### config.mk
export PLATFORM = sky130hd
export DESIGN_NAME = matrix_logical_clock_flat
export DESIGN_NICKNAME = d
export VERILOG_FILES = /design/src/rtl/core/mlc_pkg.sv /design/src/rtl/core/mlc_req_if.sv /design/src/rtl/core/mlc_rsp_if.sv /design/src/rtl/core/mlc_ctrl.sv /design/src/rtl/core/mlc_datapath.sv /design/src/rtl/core/matrix_logical_clock.sv /design/src/flat_wrapper.sv
export SDC_FILE = /design/constraint.sdc
export NUM_CORES = 1
export LEC_CHECK = 0
export ABC_CLOCK_PERIOD_IN_PS = 5000
export BUFFER_PORTS_ARGS = -buffer_cell sky130_fd_sc_hd__buf_2
export CORE_ASPECT_RATIO = 1.1
export CORE_MARGIN = 8
export CORE_UTILIZATION = 50
export DETAILED_ROUTE_END_ITERATION = 7
export PLACE_DENSITY = 0.67
export REMOVE_ABC_BUFFERS = 1
export SETUP_SLACK_MARGIN = 0.4
export SLEW_MARGIN = 20
export SYNTH_ARGS = -nofsm -noshare
export SYNTH_HDL_FRONTEND = slang
export SYNTH_SLANG_ARGS = --single-unit
### constraint.sdc
create_clock -name clock -period 5 [get_ports clock]
set_input_delay 1 -clock clock [delete_from_list [all_inputs] [get_ports clock]]
set_output_delay 1 -clock clock [all_outputs]
set_load 0.02 [all_outputs]
### src/rtl/core/mlc_pkg.sv
package mlc_pkg;

   localparam int PROCESSES_DEF   = 4;
   localparam int COUNT_WIDTH_DEF = 16;

   // fixed field widths of the channel words
   localparam int PROC_W  = 2;
   localparam int VALUE_W = 16;

   localparam logic [1:0] CMD_LOCAL = 2'd0;
   localparam logic [1:0] CMD_SEND  = 2'd1;
   localparam logic [1:0] CMD_RECV  = 2'd2;

   typedef enum logic [1:0] {
      RD_REQ,
      RD_DIAG,
      RD_SEND,
      RD_NEXT
   } rd_sel_type;

   typedef struct packed {
      logic       take;
      rd_sel_type rd_sel;
      logic       wr_bump;
      logic       wr_merge;
      logic       out_load;
      logic       send_next;
   } ctrl_cmd_type;

   typedef struct packed {
      logic       req_valid;
      logic [1:0] req_command;
      logic       cmd_send;
      logic       entry_last;
      logic       out_taken;
      logic       send_last;
   } ctrl_status_type;

endpackage

### src/rtl/core/mlc_req_if.sv
interface mlc_req_if;
   logic                             valid;
   logic                             ready;
   logic [1:0]                       command;
   logic [mlc_pkg::PROC_W-1:0]       dest_process;
   logic [mlc_pkg::PROC_W-1:0]       entry_row;
   logic [mlc_pkg::PROC_W-1:0]       entry_col;
   logic [mlc_pkg::VALUE_W-1:0]      entry_value;
   logic                             entry_last;

   modport source (
      output valid, command, dest_process, entry_row, entry_col, entry_value, entry_last,
      input  ready
   );
   modport sink (
      input  valid, command, dest_process, entry_row, entry_col, entry_value, entry_last,
      output ready
   );
endinterface

### src/rtl/core/mlc_rsp_if.sv
interface mlc_rsp_if;
   logic                        valid;
   logic                        ready;
   logic [mlc_pkg::PROC_W-1:0]  destination;
   logic [mlc_pkg::PROC_W-1:0]  out_row;
   logic [mlc_pkg::PROC_W-1:0]  out_col;
   logic [mlc_pkg::VALUE_W-1:0] out_value;
   logic                        out_last;

   modport source (
      output valid, destination, out_row, out_col, out_value, out_last,
      input  ready
   );
   modport sink (
      input  valid, destination, out_row, out_col, out_value, out_last,
      output ready
   );
endinterface

### src/rtl/core/mlc_ctrl.sv
module mlc_ctrl (
   input  logic                     clock,
   input  logic                     reset,
   input  mlc_pkg::ctrl_status_type status,
   output mlc_pkg::ctrl_cmd_type    cmd
);

   localparam logic [2:0] S_IDLE     = 3'd0;
   localparam logic [2:0] S_BUMP_WR  = 3'd1;
   localparam logic [2:0] S_MERGE_WR = 3'd2;
   localparam logic [2:0] S_BUMP_RD  = 3'd3;
   localparam logic [2:0] S_SEND_RD  = 3'd4;
   localparam logic [2:0] S_LOAD     = 3'd5;
   localparam logic [2:0] S_WAIT     = 3'd6;

   logic [2:0] state_ff;
   logic [2:0] state_in;

   always_comb begin
      cmd       = '0;
      cmd.rd_sel = mlc_pkg::RD_REQ;
      state_in  = state_ff;
      unique case (state_ff)
         S_IDLE: begin
            cmd.take   = 1'b1;
            cmd.rd_sel = mlc_pkg::RD_REQ;
            if (status.req_valid) begin
               priority if (status.req_command == mlc_pkg::CMD_LOCAL) begin
                  state_in = S_BUMP_WR;
               end else if (status.req_command == mlc_pkg::CMD_SEND) begin
                  state_in = S_BUMP_WR;
               end else if (status.req_command == mlc_pkg::CMD_RECV) begin
                  state_in = S_MERGE_WR;
               end else begin
                  state_in = S_IDLE;
               end
            end
         end
         S_BUMP_WR: begin
            cmd.wr_bump = 1'b1;
            state_in    = status.cmd_send ? S_SEND_RD : S_IDLE;
         end
         S_MERGE_WR: begin
            cmd.wr_merge = 1'b1;
            state_in     = status.entry_last ? S_BUMP_RD : S_IDLE;
         end
         S_BUMP_RD: begin
            cmd.rd_sel = mlc_pkg::RD_DIAG;
            state_in   = S_BUMP_WR;
         end
         S_SEND_RD: begin
            cmd.rd_sel = mlc_pkg::RD_SEND;
            state_in   = S_LOAD;
         end
         S_LOAD: begin
            cmd.out_load = 1'b1;
            state_in     = S_WAIT;
         end
         S_WAIT: begin
            if (status.out_taken) begin
               if (status.send_last) begin
                  state_in = S_IDLE;
               end else begin
                  // fetch the next entry while the word leaves
                  cmd.send_next = 1'b1;
                  cmd.rd_sel    = mlc_pkg::RD_NEXT;
                  state_in      = S_LOAD;
               end
            end
         end
         default: begin
            state_in = S_IDLE;
         end
      endcase
   end

   always_ff @(posedge clock) begin
      if (reset) begin
         state_ff <= S_IDLE;
      end else begin
         state_ff <= state_in;
      end
   end

endmodule

### src/rtl/core/mlc_datapath.sv
module mlc_datapath #(
   parameter int PROCESSES   = mlc_pkg::PROCESSES_DEF,
   parameter int COUNT_WIDTH = mlc_pkg::COUNT_WIDTH_DEF
) (
   input  logic                          clock,
   input  logic                          reset,
   input  logic                          csr_write_enable,
   input  logic [mlc_pkg::PROC_W-1:0]    csr_write_data,
   mlc_req_if.sink                       req_bus,
   mlc_rsp_if.source                     rsp_bus,
   input  mlc_pkg::ctrl_cmd_type         cmd,
   output mlc_pkg::ctrl_status_type      status
);

   localparam int CELLS   = PROCESSES * PROCESSES;
   localparam int AW      = $clog2(CELLS);
   localparam int RW      = $clog2(PROCESSES);
   localparam int CMP_W   = (COUNT_WIDTH > mlc_pkg::VALUE_W) ? COUNT_WIDTH : mlc_pkg::VALUE_W;
   localparam logic [COUNT_WIDTH-1:0] COUNT_MAX = '1;
   localparam logic [AW-1:0] LAST_ADDR = AW'(CELLS - 1);
   localparam logic [RW-1:0] LAST_COL  = RW'(PROCESSES - 1);

   // configuration
   logic [mlc_pkg::PROC_W-1:0] proc_index_ff;
   logic [AW-1:0]              diag_addr;
   logic                       own_ok;

   always_ff @(posedge clock) begin
      if (reset) begin
         proc_index_ff <= '0;
      end else if (csr_write_enable) begin
         proc_index_ff <= csr_write_data;
      end
   end

   assign diag_addr = AW'(int'(proc_index_ff) * (PROCESSES + 1));
   assign own_ok    = int'(proc_index_ff) < PROCESSES;

   // input word capture
   logic                        accept;
   logic                        req_in_range;
   logic [AW-1:0]               req_addr;
   logic [1:0]                  cmd_ff;
   logic [mlc_pkg::PROC_W-1:0]  dest_ff;
   logic [AW-1:0]               entry_addr_ff;
   logic                        in_range_ff;
   logic [mlc_pkg::VALUE_W-1:0] value_ff;
   logic                        last_ff;

   // no word is taken while reset is held
   assign req_bus.ready = cmd.take & ~reset;
   assign accept        = req_bus.valid & req_bus.ready;
   assign req_in_range  = (int'(req_bus.entry_row) < PROCESSES) &&
                          (int'(req_bus.entry_col) < PROCESSES);
   assign req_addr      = (req_bus.command == mlc_pkg::CMD_RECV && req_in_range) ?
                          AW'(int'(req_bus.entry_row) * PROCESSES + int'(req_bus.entry_col)) :
                          diag_addr;

   always_ff @(posedge clock) begin
      if (accept) begin
         cmd_ff        <= req_bus.command;
         dest_ff       <= req_bus.dest_process;
         entry_addr_ff <= req_addr;
         in_range_ff   <= req_in_range;
         value_ff      <= req_bus.entry_value;
         last_ff       <= req_bus.entry_last;
      end
   end

   // send position counters
   logic [AW-1:0] addr_ff, addr_in;
   logic [RW-1:0] row_ff, row_in;
   logic [RW-1:0] col_ff, col_in;

   always_comb begin
      addr_in = addr_ff;
      row_in  = row_ff;
      col_in  = col_ff;
      if (accept) begin
         addr_in = '0;
         row_in  = '0;
         col_in  = '0;
      end else if (cmd.send_next) begin
         addr_in = addr_ff + AW'(1);
         if (col_ff == LAST_COL) begin
            col_in = '0;
            row_in = row_ff + RW'(1);
         end else begin
            col_in = col_ff + RW'(1);
         end
      end
   end

   always_ff @(posedge clock) begin
      if (reset) begin
         addr_ff <= '0;
         row_ff  <= '0;
         col_ff  <= '0;
      end else begin
         addr_ff <= addr_in;
         row_ff  <= row_in;
         col_ff  <= col_in;
      end
   end

   // counter store with per-entry valid bits, unwritten entries read as zero
   logic [COUNT_WIDTH-1:0] mem [CELLS];
   logic [CELLS-1:0]       valid_ff;
   logic [COUNT_WIDTH-1:0] rd_data_ff;
   logic                   rd_valid_ff;
   logic [AW-1:0]          rd_addr;
   logic [AW-1:0]          wr_addr;
   logic [COUNT_WIDTH-1:0] wr_data;
   logic                   wr_en;
   logic [COUNT_WIDTH-1:0] cur;
   logic [CMP_W-1:0]       value_wide;
   logic [COUNT_WIDTH-1:0] value_clamped;
   logic [COUNT_WIDTH-1:0] merged;
   logic [COUNT_WIDTH-1:0] bumped;

   always_comb begin
      unique case (cmd.rd_sel)
         mlc_pkg::RD_REQ:  rd_addr = req_addr;
         mlc_pkg::RD_DIAG: rd_addr = diag_addr;
         mlc_pkg::RD_SEND: rd_addr = addr_ff;
         mlc_pkg::RD_NEXT: rd_addr = addr_ff + AW'(1);
      endcase
   end

   assign cur           = rd_valid_ff ? rd_data_ff : '0;
   assign value_wide    = CMP_W'(value_ff);
   assign value_clamped = (value_wide > CMP_W'(COUNT_MAX)) ? COUNT_MAX :
                          COUNT_WIDTH'(value_wide);
   assign merged        = (cur < value_clamped) ? value_clamped : cur;
   assign bumped        = (cur == COUNT_MAX) ? cur : cur + COUNT_WIDTH'(1);

   assign wr_en   = (cmd.wr_bump & own_ok) | (cmd.wr_merge & in_range_ff);
   assign wr_addr = cmd.wr_merge ? entry_addr_ff : diag_addr;
   assign wr_data = cmd.wr_merge ? merged : bumped;

   always_ff @(posedge clock) begin
      if (wr_en) begin
         mem[wr_addr] <= wr_data;
      end
      rd_data_ff <= mem[rd_addr];
   end

   always_ff @(posedge clock) begin
      if (reset) begin
         valid_ff <= '0;
      end else if (wr_en) begin
         valid_ff[wr_addr] <= 1'b1;
      end
   end

   always_ff @(posedge clock) begin
      rd_valid_ff <= valid_ff[rd_addr];
   end

   // result word register
   logic                        out_valid_ff, out_valid_in;
   logic [mlc_pkg::PROC_W-1:0]  out_dest_ff;
   logic [mlc_pkg::PROC_W-1:0]  out_row_ff;
   logic [mlc_pkg::PROC_W-1:0]  out_col_ff;
   logic [mlc_pkg::VALUE_W-1:0] out_value_ff;
   logic                        out_last_ff;
   logic                        out_taken;

   assign out_taken = out_valid_ff & rsp_bus.ready;

   always_comb begin
      out_valid_in = out_valid_ff;
      if (cmd.out_load) begin
         out_valid_in = 1'b1;
      end else if (out_taken) begin
         out_valid_in = 1'b0;
      end
   end

   always_ff @(posedge clock) begin
      if (reset) begin
         out_valid_ff <= 1'b0;
      end else begin
         out_valid_ff <= out_valid_in;
      end
   end

   always_ff @(posedge clock) begin
      if (cmd.out_load) begin
         out_dest_ff  <= dest_ff;
         out_row_ff   <= mlc_pkg::PROC_W'(row_ff);
         out_col_ff   <= mlc_pkg::PROC_W'(col_ff);
         out_value_ff <= mlc_pkg::VALUE_W'(cur);
         out_last_ff  <= (addr_ff == LAST_ADDR);
      end
   end

   assign rsp_bus.valid       = out_valid_ff;
   assign rsp_bus.destination = out_dest_ff;
   assign rsp_bus.out_row     = out_row_ff;
   assign rsp_bus.out_col     = out_col_ff;
   assign rsp_bus.out_value   = out_value_ff;
   assign rsp_bus.out_last    = out_last_ff;

   // status back to the sequencer
   assign status.req_valid   = req_bus.valid;
   assign status.req_command = req_bus.command;
   assign status.cmd_send    = (cmd_ff == mlc_pkg::CMD_SEND);
   assign status.entry_last  = last_ff;
   assign status.out_taken   = out_taken;
   assign status.send_last   = (addr_ff == LAST_ADDR);

   // no new word is taken while a matrix entry is still pending
   a_no_take_while_out : assert property (@(posedge clock) disable iff (reset)
      out_valid_ff |-> !cmd.take)
      else $error("input taken while result word pending");

   // store write and result load never coincide with taking a new word
   a_no_write_on_take : assert property (@(posedge clock) disable iff (reset)
      cmd.take |-> !(cmd.wr_bump || cmd.wr_merge || cmd.out_load))
      else $error("store write or load while idle");

   // a reset leaves every entry reading as zero
   a_reset_clears : assert property (@(posedge clock)
      reset |=> (valid_ff == '0))
      else $error("valid bits not cleared by reset");

   // a word taken mid-matrix is followed by a gap before the next one
   a_gap_after_take : assert property (@(posedge clock) disable iff (reset)
      (out_taken && !status.send_last) |=> !out_valid_ff)
      else $error("result word repeated");

endmodule

### src/rtl/core/matrix_logical_clock.sv
// Matrix logical clock for one process among PROCESSES. Commands arrive one word at a time:
// a local event bumps the own diagonal counter, a received matrix entry is merged into the
// store (with the last mark it also bumps the own diagonal counter), and a send bumps the own
// diagonal counter, then emits every entry, each held until the result side takes it.
// The counter store has a registered read: every update of it is a read followed by a write,
// and each emitted entry is one registered read from the store. No new command is
// accepted until the current one finishes. Counters saturate at their maximum, are all zero
// after reset, and process_index may only be changed while the block is idle.
module matrix_logical_clock #(
   parameter int PROCESSES   = mlc_pkg::PROCESSES_DEF,
   parameter int COUNT_WIDTH = mlc_pkg::COUNT_WIDTH_DEF
) (
   input  logic                       clock,
   input  logic                       reset,
   input  logic                       csr_write_enable,
   input  logic [mlc_pkg::PROC_W-1:0] csr_write_data,
   mlc_req_if.sink                    req_bus,
   mlc_rsp_if.source                  rsp_bus
);

   mlc_pkg::ctrl_cmd_type    cmd;
   mlc_pkg::ctrl_status_type status;

   mlc_ctrl u_ctrl (
      .clock  (clock),
      .reset  (reset),
      .status (status),
      .cmd    (cmd)
   );

   mlc_datapath #(
      .PROCESSES   (PROCESSES),
      .COUNT_WIDTH (COUNT_WIDTH)
   ) u_datapath (
      .clock            (clock),
      .reset            (reset),
      .csr_write_enable (csr_write_enable),
      .csr_write_data   (csr_write_data),
      .req_bus          (req_bus),
      .rsp_bus          (rsp_bus),
      .cmd              (cmd),
      .status           (status)
   );

endmodule
### src/flat_wrapper.sv
// flat-port wrapper written by rule: the top's interface ports become plain ports
module matrix_logical_clock_flat 
#(
   parameter int PROCESSES   = mlc_pkg::PROCESSES_DEF,
   parameter int COUNT_WIDTH = mlc_pkg::COUNT_WIDTH_DEF
)
  (clock, reset, csr_write_enable, csr_write_data, req_bus_valid, req_bus_command, req_bus_dest_process, req_bus_entry_row, req_bus_entry_col, req_bus_entry_value, req_bus_entry_last, req_bus_ready, rsp_bus_valid, rsp_bus_destination, rsp_bus_out_row, rsp_bus_out_col, rsp_bus_out_value, rsp_bus_out_last, rsp_bus_ready);
  mlc_req_if req_bus_i ();
  mlc_rsp_if rsp_bus_i ();
  input  logic clock;
  input  logic reset;
  input  logic csr_write_enable;
  input  logic [mlc_pkg::PROC_W-1:0] csr_write_data;
  input wire logic [$bits(req_bus_i.valid)-1:0] req_bus_valid;
  input wire logic [$bits(req_bus_i.command)-1:0] req_bus_command;
  input wire logic [$bits(req_bus_i.dest_process)-1:0] req_bus_dest_process;
  input wire logic [$bits(req_bus_i.entry_row)-1:0] req_bus_entry_row;
  input wire logic [$bits(req_bus_i.entry_col)-1:0] req_bus_entry_col;
  input wire logic [$bits(req_bus_i.entry_value)-1:0] req_bus_entry_value;
  input wire logic [$bits(req_bus_i.entry_last)-1:0] req_bus_entry_last;
  output wire logic [$bits(req_bus_i.ready)-1:0] req_bus_ready;
  output wire logic [$bits(rsp_bus_i.valid)-1:0] rsp_bus_valid;
  output wire logic [$bits(rsp_bus_i.destination)-1:0] rsp_bus_destination;
  output wire logic [$bits(rsp_bus_i.out_row)-1:0] rsp_bus_out_row;
  output wire logic [$bits(rsp_bus_i.out_col)-1:0] rsp_bus_out_col;
  output wire logic [$bits(rsp_bus_i.out_value)-1:0] rsp_bus_out_value;
  output wire logic [$bits(rsp_bus_i.out_last)-1:0] rsp_bus_out_last;
  input wire logic [$bits(rsp_bus_i.ready)-1:0] rsp_bus_ready;
  assign req_bus_i.valid = req_bus_valid;
  assign req_bus_i.command = req_bus_command;
  assign req_bus_i.dest_process = req_bus_dest_process;
  assign req_bus_i.entry_row = req_bus_entry_row;
  assign req_bus_i.entry_col = req_bus_entry_col;
  assign req_bus_i.entry_value = req_bus_entry_value;
  assign req_bus_i.entry_last = req_bus_entry_last;
  assign req_bus_ready = req_bus_i.ready;
  assign rsp_bus_valid = rsp_bus_i.valid;
  assign rsp_bus_destination = rsp_bus_i.destination;
  assign rsp_bus_out_row = rsp_bus_i.out_row;
  assign rsp_bus_out_col = rsp_bus_i.out_col;
  assign rsp_bus_out_value = rsp_bus_i.out_value;
  assign rsp_bus_out_last = rsp_bus_i.out_last;
  assign rsp_bus_i.ready = rsp_bus_ready;
  matrix_logical_clock #(.PROCESSES(PROCESSES), .COUNT_WIDTH(COUNT_WIDTH)) u_core (.clock(clock), .reset(reset), .csr_write_enable(csr_write_enable), .csr_write_data(csr_write_data), .req_bus(req_bus_i), .rsp_bus(rsp_bus_i));
endmodule
Word level (Yosys, flattened, before mapping) --
Memories as Yosys holds them, arrays and structs flattened. A register that Yosys moved wholly into a read port is not among the register bits. Cells that the tools add are included.
Word-level totals: word-level logic and storage cells 97, bits in writable memories 256, register bits 79, bits of input ports 32, output and inout port bits 25, memories kept 1
Operators by class: bitwise operators 6, reductions and logical operators 8, muxes and demuxes 36, $add $sub $neg 5, equality and inequality tests 17, magnitude comparators 5, $mul 1
Memory list:
- u_core.u_datapath.mem | words 16, bits a word 16, rd ports 1, clocked after memory_dff 1, wr ports 1, RTL line mlc_datapath.sv:107 | logic [COUNT_WIDTH-1:0] mem [CELLS];
Operators with widths (number):
- 2-to-1 mux 16 bit | 5
- one-hot mux 3 bit (7 select lines) | 1
- 2-to-1 mux 3 bit | 6
- adder 16 x 1 -> 16 bit, second input constant | 1
- == test 16 bit, second input constant | 1
- greater-than comparator 16 bit, second input constant | 1
- less-than comparator 16 bit | 1
- OR 16 bit | 1
- one-hot mux 4 bit (4 select lines) | 1
- 2-to-1 mux 1 bit | 13
- less-than comparator 4 x 5 -> 1 bit, second input constant | 2
- 2-to-1 mux 2 bit | 5
- == test 3 bit, second input constant | 3
- == test 2 bit, second input constant | 4
- 2-to-1 mux 4 bit | 2
- == test 2 x 1 -> 1 bit, second input constant | 3
- == test 3 x 2 -> 1 bit, second input constant | 2
- one-hot mux 2 bit (3 select lines) | 1
- adder 2 x 1 -> 2 bit, second input constant | 2
- adder 4 x 1 -> 4 bit, second input constant | 1
- adder 4 x 2 -> 4 bit | 1
- binary-select mux 1 bit (select 4 bit) | 1
- demux 1 bit (select 4 bit) | 1
- == test 4 bit, second input constant | 1
- 13 further kinds | 18

Depth between registers and ports, before layout --
word-level depth 8, mapped depth 13, depth with buffers taken out 10

Hierarchy --
A second synthesis with hierarchy kept.
Unflattened totals: cells, all modules 972, area total of the unflattened synthesis 14754.2 um2
By module, submodules not included:
- mlc_datapath | times used 1, area an instance 14428.8 um2, seq. area each 10009.6 um2, cells an instance 932
- mlc_ctrl | times used 1, area an instance 325.3 um2, seq. area each 60.1 um2, cells an instance 40

Worst setup path before layout --
Ideal clock, no wire load.
path type register -> register, start point register u_core.u_datapath.rd_valid_ff, end point memory u_core.u_datapath.mem[0][13] in the netlist's numbering, data pin, clock period less this slack 3.723 ns, path buffers 3, arrival time 3.383 ns, setup time 0.340 ns, cell stages (with the launch flop) 13, path slack 1.277 ns, cells stage by stage dfxtp_1 clkbuf_1 clkbuf_1 and2_1 ha_1 a21o_1 a21o_1 a21oi_1 o21ai_0 a211oi_1 clkbuf_1 a311oi_1 a211oi_1
Between the ends: word-level cells in the longest chain between the ends 4, elaborated cells between the ends (all ways) 7, those cells by class add/sub: 1; order compare: 1; eq/ne: 1; mux: 4
Ends and longest elaborated chain:
- start, declared | RTL line mlc_datapath.sv:110 | logic rd_valid_ff;
- start signal, assigned | RTL line mlc_datapath.sv:157 | rd_valid_ff <= valid_ff[rd_addr];
- 2-to-1 mux 16 bit * | RTL line mlc_datapath.sv:130 | assign cur = rd_valid_ff ? rd_data_ff : '0;
- via u_core.u_datapath.cur[13] | RTL line mlc_datapath.sv:115 | logic [COUNT_WIDTH-1:0] cur;
- adder 16 x 1 -> 16 bit (tied with other cells) | RTL line mlc_datapath.sv:135 | assign bumped = (cur == COUNT_MAX) ? cur : cur + COUNT_WIDTH'(1);
- 2-to-1 mux 16 bit, on equally long branches | RTL line mlc_datapath.sv:135, mlc_datapath.sv:134
- 2-to-1 mux 16 bit * | RTL line mlc_datapath.sv:139 | assign wr_data = cmd.wr_merge ? merged : bumped;
- via u_core.u_datapath.wr_data[13] | RTL line mlc_datapath.sv:113 | logic [COUNT_WIDTH-1:0] wr_data;
- end, declared | RTL line mlc_datapath.sv:107
Mark *: on every way through the listed nets, which the timed path passes. The rest lies on a longest branch.

Final worst setup path --
start point register u_core.u_datapath.rd_valid_ff, end point memory u_core.u_datapath.mem[2][11] in the netlist's numbering, data pin
Between the ends: word-level cells in the longest chain between the ends 4, elaborated cells between the ends (all ways) 7, those cells by class add/sub: 1; order compare: 1; eq/ne: 1; mux: 4
Ends and longest elaborated chain (RTL line):
- 2-to-1 mux 16 bit * | mlc_datapath.sv:130
- via u_core.u_datapath.cur[13] | mlc_datapath.sv:115
- less-than comparator 16 bit or == test 16 bit (tied branches) | mlc_datapath.sv:134, mlc_datapath.sv:135
- 2-to-1 mux 16 bit, on equally long branches | mlc_datapath.sv:134, mlc_datapath.sv:135
- 2-to-1 mux 16 bit * | mlc_datapath.sv:139
- via u_core.u_datapath.wr_data[11] | mlc_datapath.sv:113
Marks and branches as above.

==> results by group <==
Job
  • Maxcap violations: 0

Clock network
  • # hold bufs at CTS: 0
  • Worst skew pair latency: 0.50 ns
  • Clock transition at the registers of the reported paths: 0.06 ns
  • Root Driver: clkbuf_16
  • Max Root-Sink Buffers: 3
  • TritonCTS Buffers: 35
  • CTS tree: done
  • Post-CTS Setup Bufs: 0
  • Post-cts resize count: 0
  • CTS Sinks: 351
  • H-Tree Level Count: 2

Detailed routing
  • Via count: 9072
  • Initial DRC Count: 800
  • Routed WL per cell: 23.4 um
  • Vias per cell: 6.08
  • TritonRoute pass-1 iters: 5
  • DRT antenna net count: 0
  • Post-Route WL: 34800 um
  • Post-route DRC violation count: 0

STA
  • Clock Skews: 0.00823 ns
  • Final period util: 0.751
  • Fmax: 0.266 GHz
  • Setup violators final: 0
  • RSZ-0062 raised after global routing: no
  • Slew Viols, Final: 0
  • WHS: 0.422 ns
  • Minimum clock period: 3.75 ns
  • Max-slew headroom at the worst pin: 0.315
  • Final Hold Fails: 0
  • Slew @ Worst Pin: 1.03 ns

Worst setup path
  • Kind of start point of the critical path: flop
  • Top cell by count, worst path: a21o_1
  • CP max-delay cell: dfxtp_1
  • Crit path buf inv count: 1
  • CP endpoint kind: flop
  • CP max FO: 21
  • CP Class: reg -> reg
  • Crit-path leading delay family: compound AO/OA/AOI/OAI gates
  • Data arrival time of the worst path: 3.99 ns
  • Worst Path Required: 5.23 ns
  • Max incr delay on CP: 0.72 ns
  • Internal reg-to-reg setup slack: 1.25 ns
  • Crit-path cells: and2_1, ha_1, a21o_1, a21o_1, a21oi_1, o21ai_0, a211oi_2, buf_4, or3_1, o211a_1

Floorplan
  • Die Area: 35200 um^2
  • Row count: 66
  • Die Width: 180 um
  • IO Count: 57
  • Initial core utilization: 0.502
  • Core Region: 29300 um^2
  • Die Ht: 196 um

Finish
  • Share of cells above drive strength 1: 0.215
  • P&R area growth vs syn: 13.8%
  • Final net count: 1141
  • ANT cells: 0
  • Final Core Density: 0.572

Placement
  • Port bufs: 56
  • Gp weighted congestion: 0.827
  • Detail Placement HPWL: 21000 um

Synth
  • Cell variety after synth: 66
  • Asr flop ratio synth: 0
  • Primary FF master, synth: edfxtp_1
  • Number of enable flip-flop cells after synthesis: 304
  • Mapped cell area: 14700 um^2
  • Sequential element share of the synthesized area: 0.684
  • Yosys reg bits: 351
  • Gate count of the mapped netlist: 1017
  • Synth warn: 0
  • Average cell area after synthesis: 14.5 um^2

Power
  • Pwr Density: 393 nW/um^2
  • Maximum vdd drop: 276 uV
  • Pwr Total: 6.59 mW
  • LEAKAGE: 5.89 nW

GRT
  • Remaining Overflow, GRT: 0
  • Vias in the first global route: 8938
  • Initial antenna violation count: 0
  • First-pass GRT wire length: 53200 um
  • Largest net degree at the start of global routing: 84
  • GRT Overall Usage: 0.196

Outcome
  • Status: complete, no violations

Min path
  • Worst min-delay path category: reg -> reg
## worst paths after layout
path / from / end / depth (start not counted)
worst max-delay path: u_core.u_datapath.rd_valid_ff / u_core.u_datapath.mem[2][11] / 10
worst min-delay path: u_core.u_datapath.dest_ff[0] / u_core.u_datapath.rsp_bus.destination[0] / 0
worst max register to register: u_core.u_datapath.rd_valid_ff / u_core.u_datapath.mem[2][11] / 10
worst min register to register: u_core.u_datapath.dest_ff[0] / u_core.u_datapath.rsp_bus.destination[0] / 0
## layout make-up
| cell class | instances | area [um^2] |
|---|---|---|
| Sequential cell | 351 | 10100 |
| Clock inverter | 14 | 110 |
| Clock buffer | 49 | 1010 |
| Multi-Input combinational cell | 570 | 4340 |
| Inverter | 33 | 124 |
| Fill cell | 2281 | 12600 |
| Tap cell | 374 | 468 |
| Timing Repair Buffer | 100 | 636 |
## report_power, final
part / switching, mW / internal, mW / total, mW
sequential: 0.0593 / 3.35 / 3.41
clock: 1.04 / 1.47 / 2.51
combinational: 0.432 / 0.236 / 0.668
total: 1.54 / 5.05 / 6.59
## layer usage
layer | vias up | routed length (um) | GRT usage
met5 | - | 0 | 0
met3 | 61 | 2000 | 0.0242
li1 | 4149 | - | -
met4 | 0 | 871 | 0.0602
met1 | 4555 | 14300 | 0.249
met2 | 307 | 17700 | 0.345
## worst reg2reg max path, stage by stage, from the launching register on
cell	delay, ns
dfxtp_1	0.72
and2_1	0.37
ha_1	0.30
a21o_1	0.16
a21o_1	0.17
a21oi_1	0.19
o21ai_0	0.17
a211oi_2	0.54
buf_4	0.27
or3_1	0.13
o211a_1	0.46
## through the flow
stage          area [um^2]  cells  setup TNS (ns)  worst slack (ns)
4_1_cts              16800   1491               0              1.33
3_3_place_gp         15600   1428               0              1.17
3_5_place_dp         15600   1428               0              1.11
2_1_floorplan        14400    954           -7.81            -0.461
5_1_grt              16800   1491               0             0.981
6_report             16800   1491               0              1.25
## flip-flops by register name, indices dropped and copies added (netlist names)
signal and count:
u_core.u_datapath.col_ff 2, u_core.u_datapath.rsp_bus.out_row 2, u_core.u_datapath.valid_ff 16, u_core.u_datapath.rd_valid_ff 1
u_core.u_datapath.rsp_bus.out_col 2, u_core.u_datapath.row_ff 2, u_core.u_ctrl.state_ff 3, u_core.u_datapath.rsp_bus.out_value 16
u_core.u_datapath.rsp_bus.destination 2, u_core.u_datapath.last_ff 1, u_core.u_datapath.mem 256, u_core.u_datapath.cmd_ff 2
u_core.u_datapath.dest_ff 2, u_core.u_datapath.rd_data_ff 16, u_core.u_datapath.value_ff 16, u_core.u_datapath.addr_ff 4
u_core.u_datapath.proc_index_ff 2, u_core.u_datapath.rsp_bus.valid 1, u_core.u_datapath.entry_addr_ff 4, u_core.u_datapath.rsp_bus.out_last 1
## cell families (layout without fill, tap and decap cells)
| logic type | Yosys count | count (layout) | share of synthesized area |
|---|---|---|---|
| compound gates | 255 | 255 | 0.138 |
| xor+xnor | 4 | 4 | 0.00238 |
| fa+ha+maj | 18 | 18 | 0.0153 |
| buf+inv | 96 | 196 | 0.0277 |
| flops | 351 | 351 | 0.684 |
| mux | 82 | 82 | 0.0597 |
| simple gates | 211 | 211 | 0.0731 |
## cell usage after synthesis, types with 4 or more instances
cell      number  area, um^2
mux2i_1       44         440
nor2b_1        7        43.8
a221o_1       18         180
clkbuf_1      39         146
a211o_1        5        43.8
a211oi_1      23         173
buf_2         17        85.1
and4_1         6        52.6
o31ai_1       17         128
mux2_2        37         417
buf_4          5        37.5
nor3_1        10        50.1
and2_1        46         288
a21o_1         7        52.6
ha_1          18         225
o21a_1        16         120
or3_1          4        25.0
nor2_1        70         263
o32ai_1       16         140
inv_1         33         124
and3_1         9        56.3
a21oi_1       18        90.1
a221oi_1      55         482
o21ai_0       19        95.1
a21boi_0      17         128
a31oi_1        5        31.3
a31o_2        17         149
dfxtp_1       47         941
nand3_1        8        40.0
edfxtp_1     304        9130
nand2_1       36         135
## placed cells by master (no fill, tap or decap), types with 10 or more instances in the layout
cell type and n:
buf_2 56, ha_1 18, a211oi_1 21, edfxtp_1 304
a221o_1 18, mux2_2 37, dfxtp_1 47, a221oi_1 55
a31o_2 17, and2_1 46, nor2_2 13, nand2_1 36
o32ai_1 16, clkbuf_16 37, a21boi_0 17, o21a_1 16
nor3_1 10, a21oi_1 18, mux2i_1 44, buf_4 42
inv_1 33, o21ai_0 19, o31ai_1 17, nor2_1 54
Note: power is estimated with default switching activity, not from simulation.
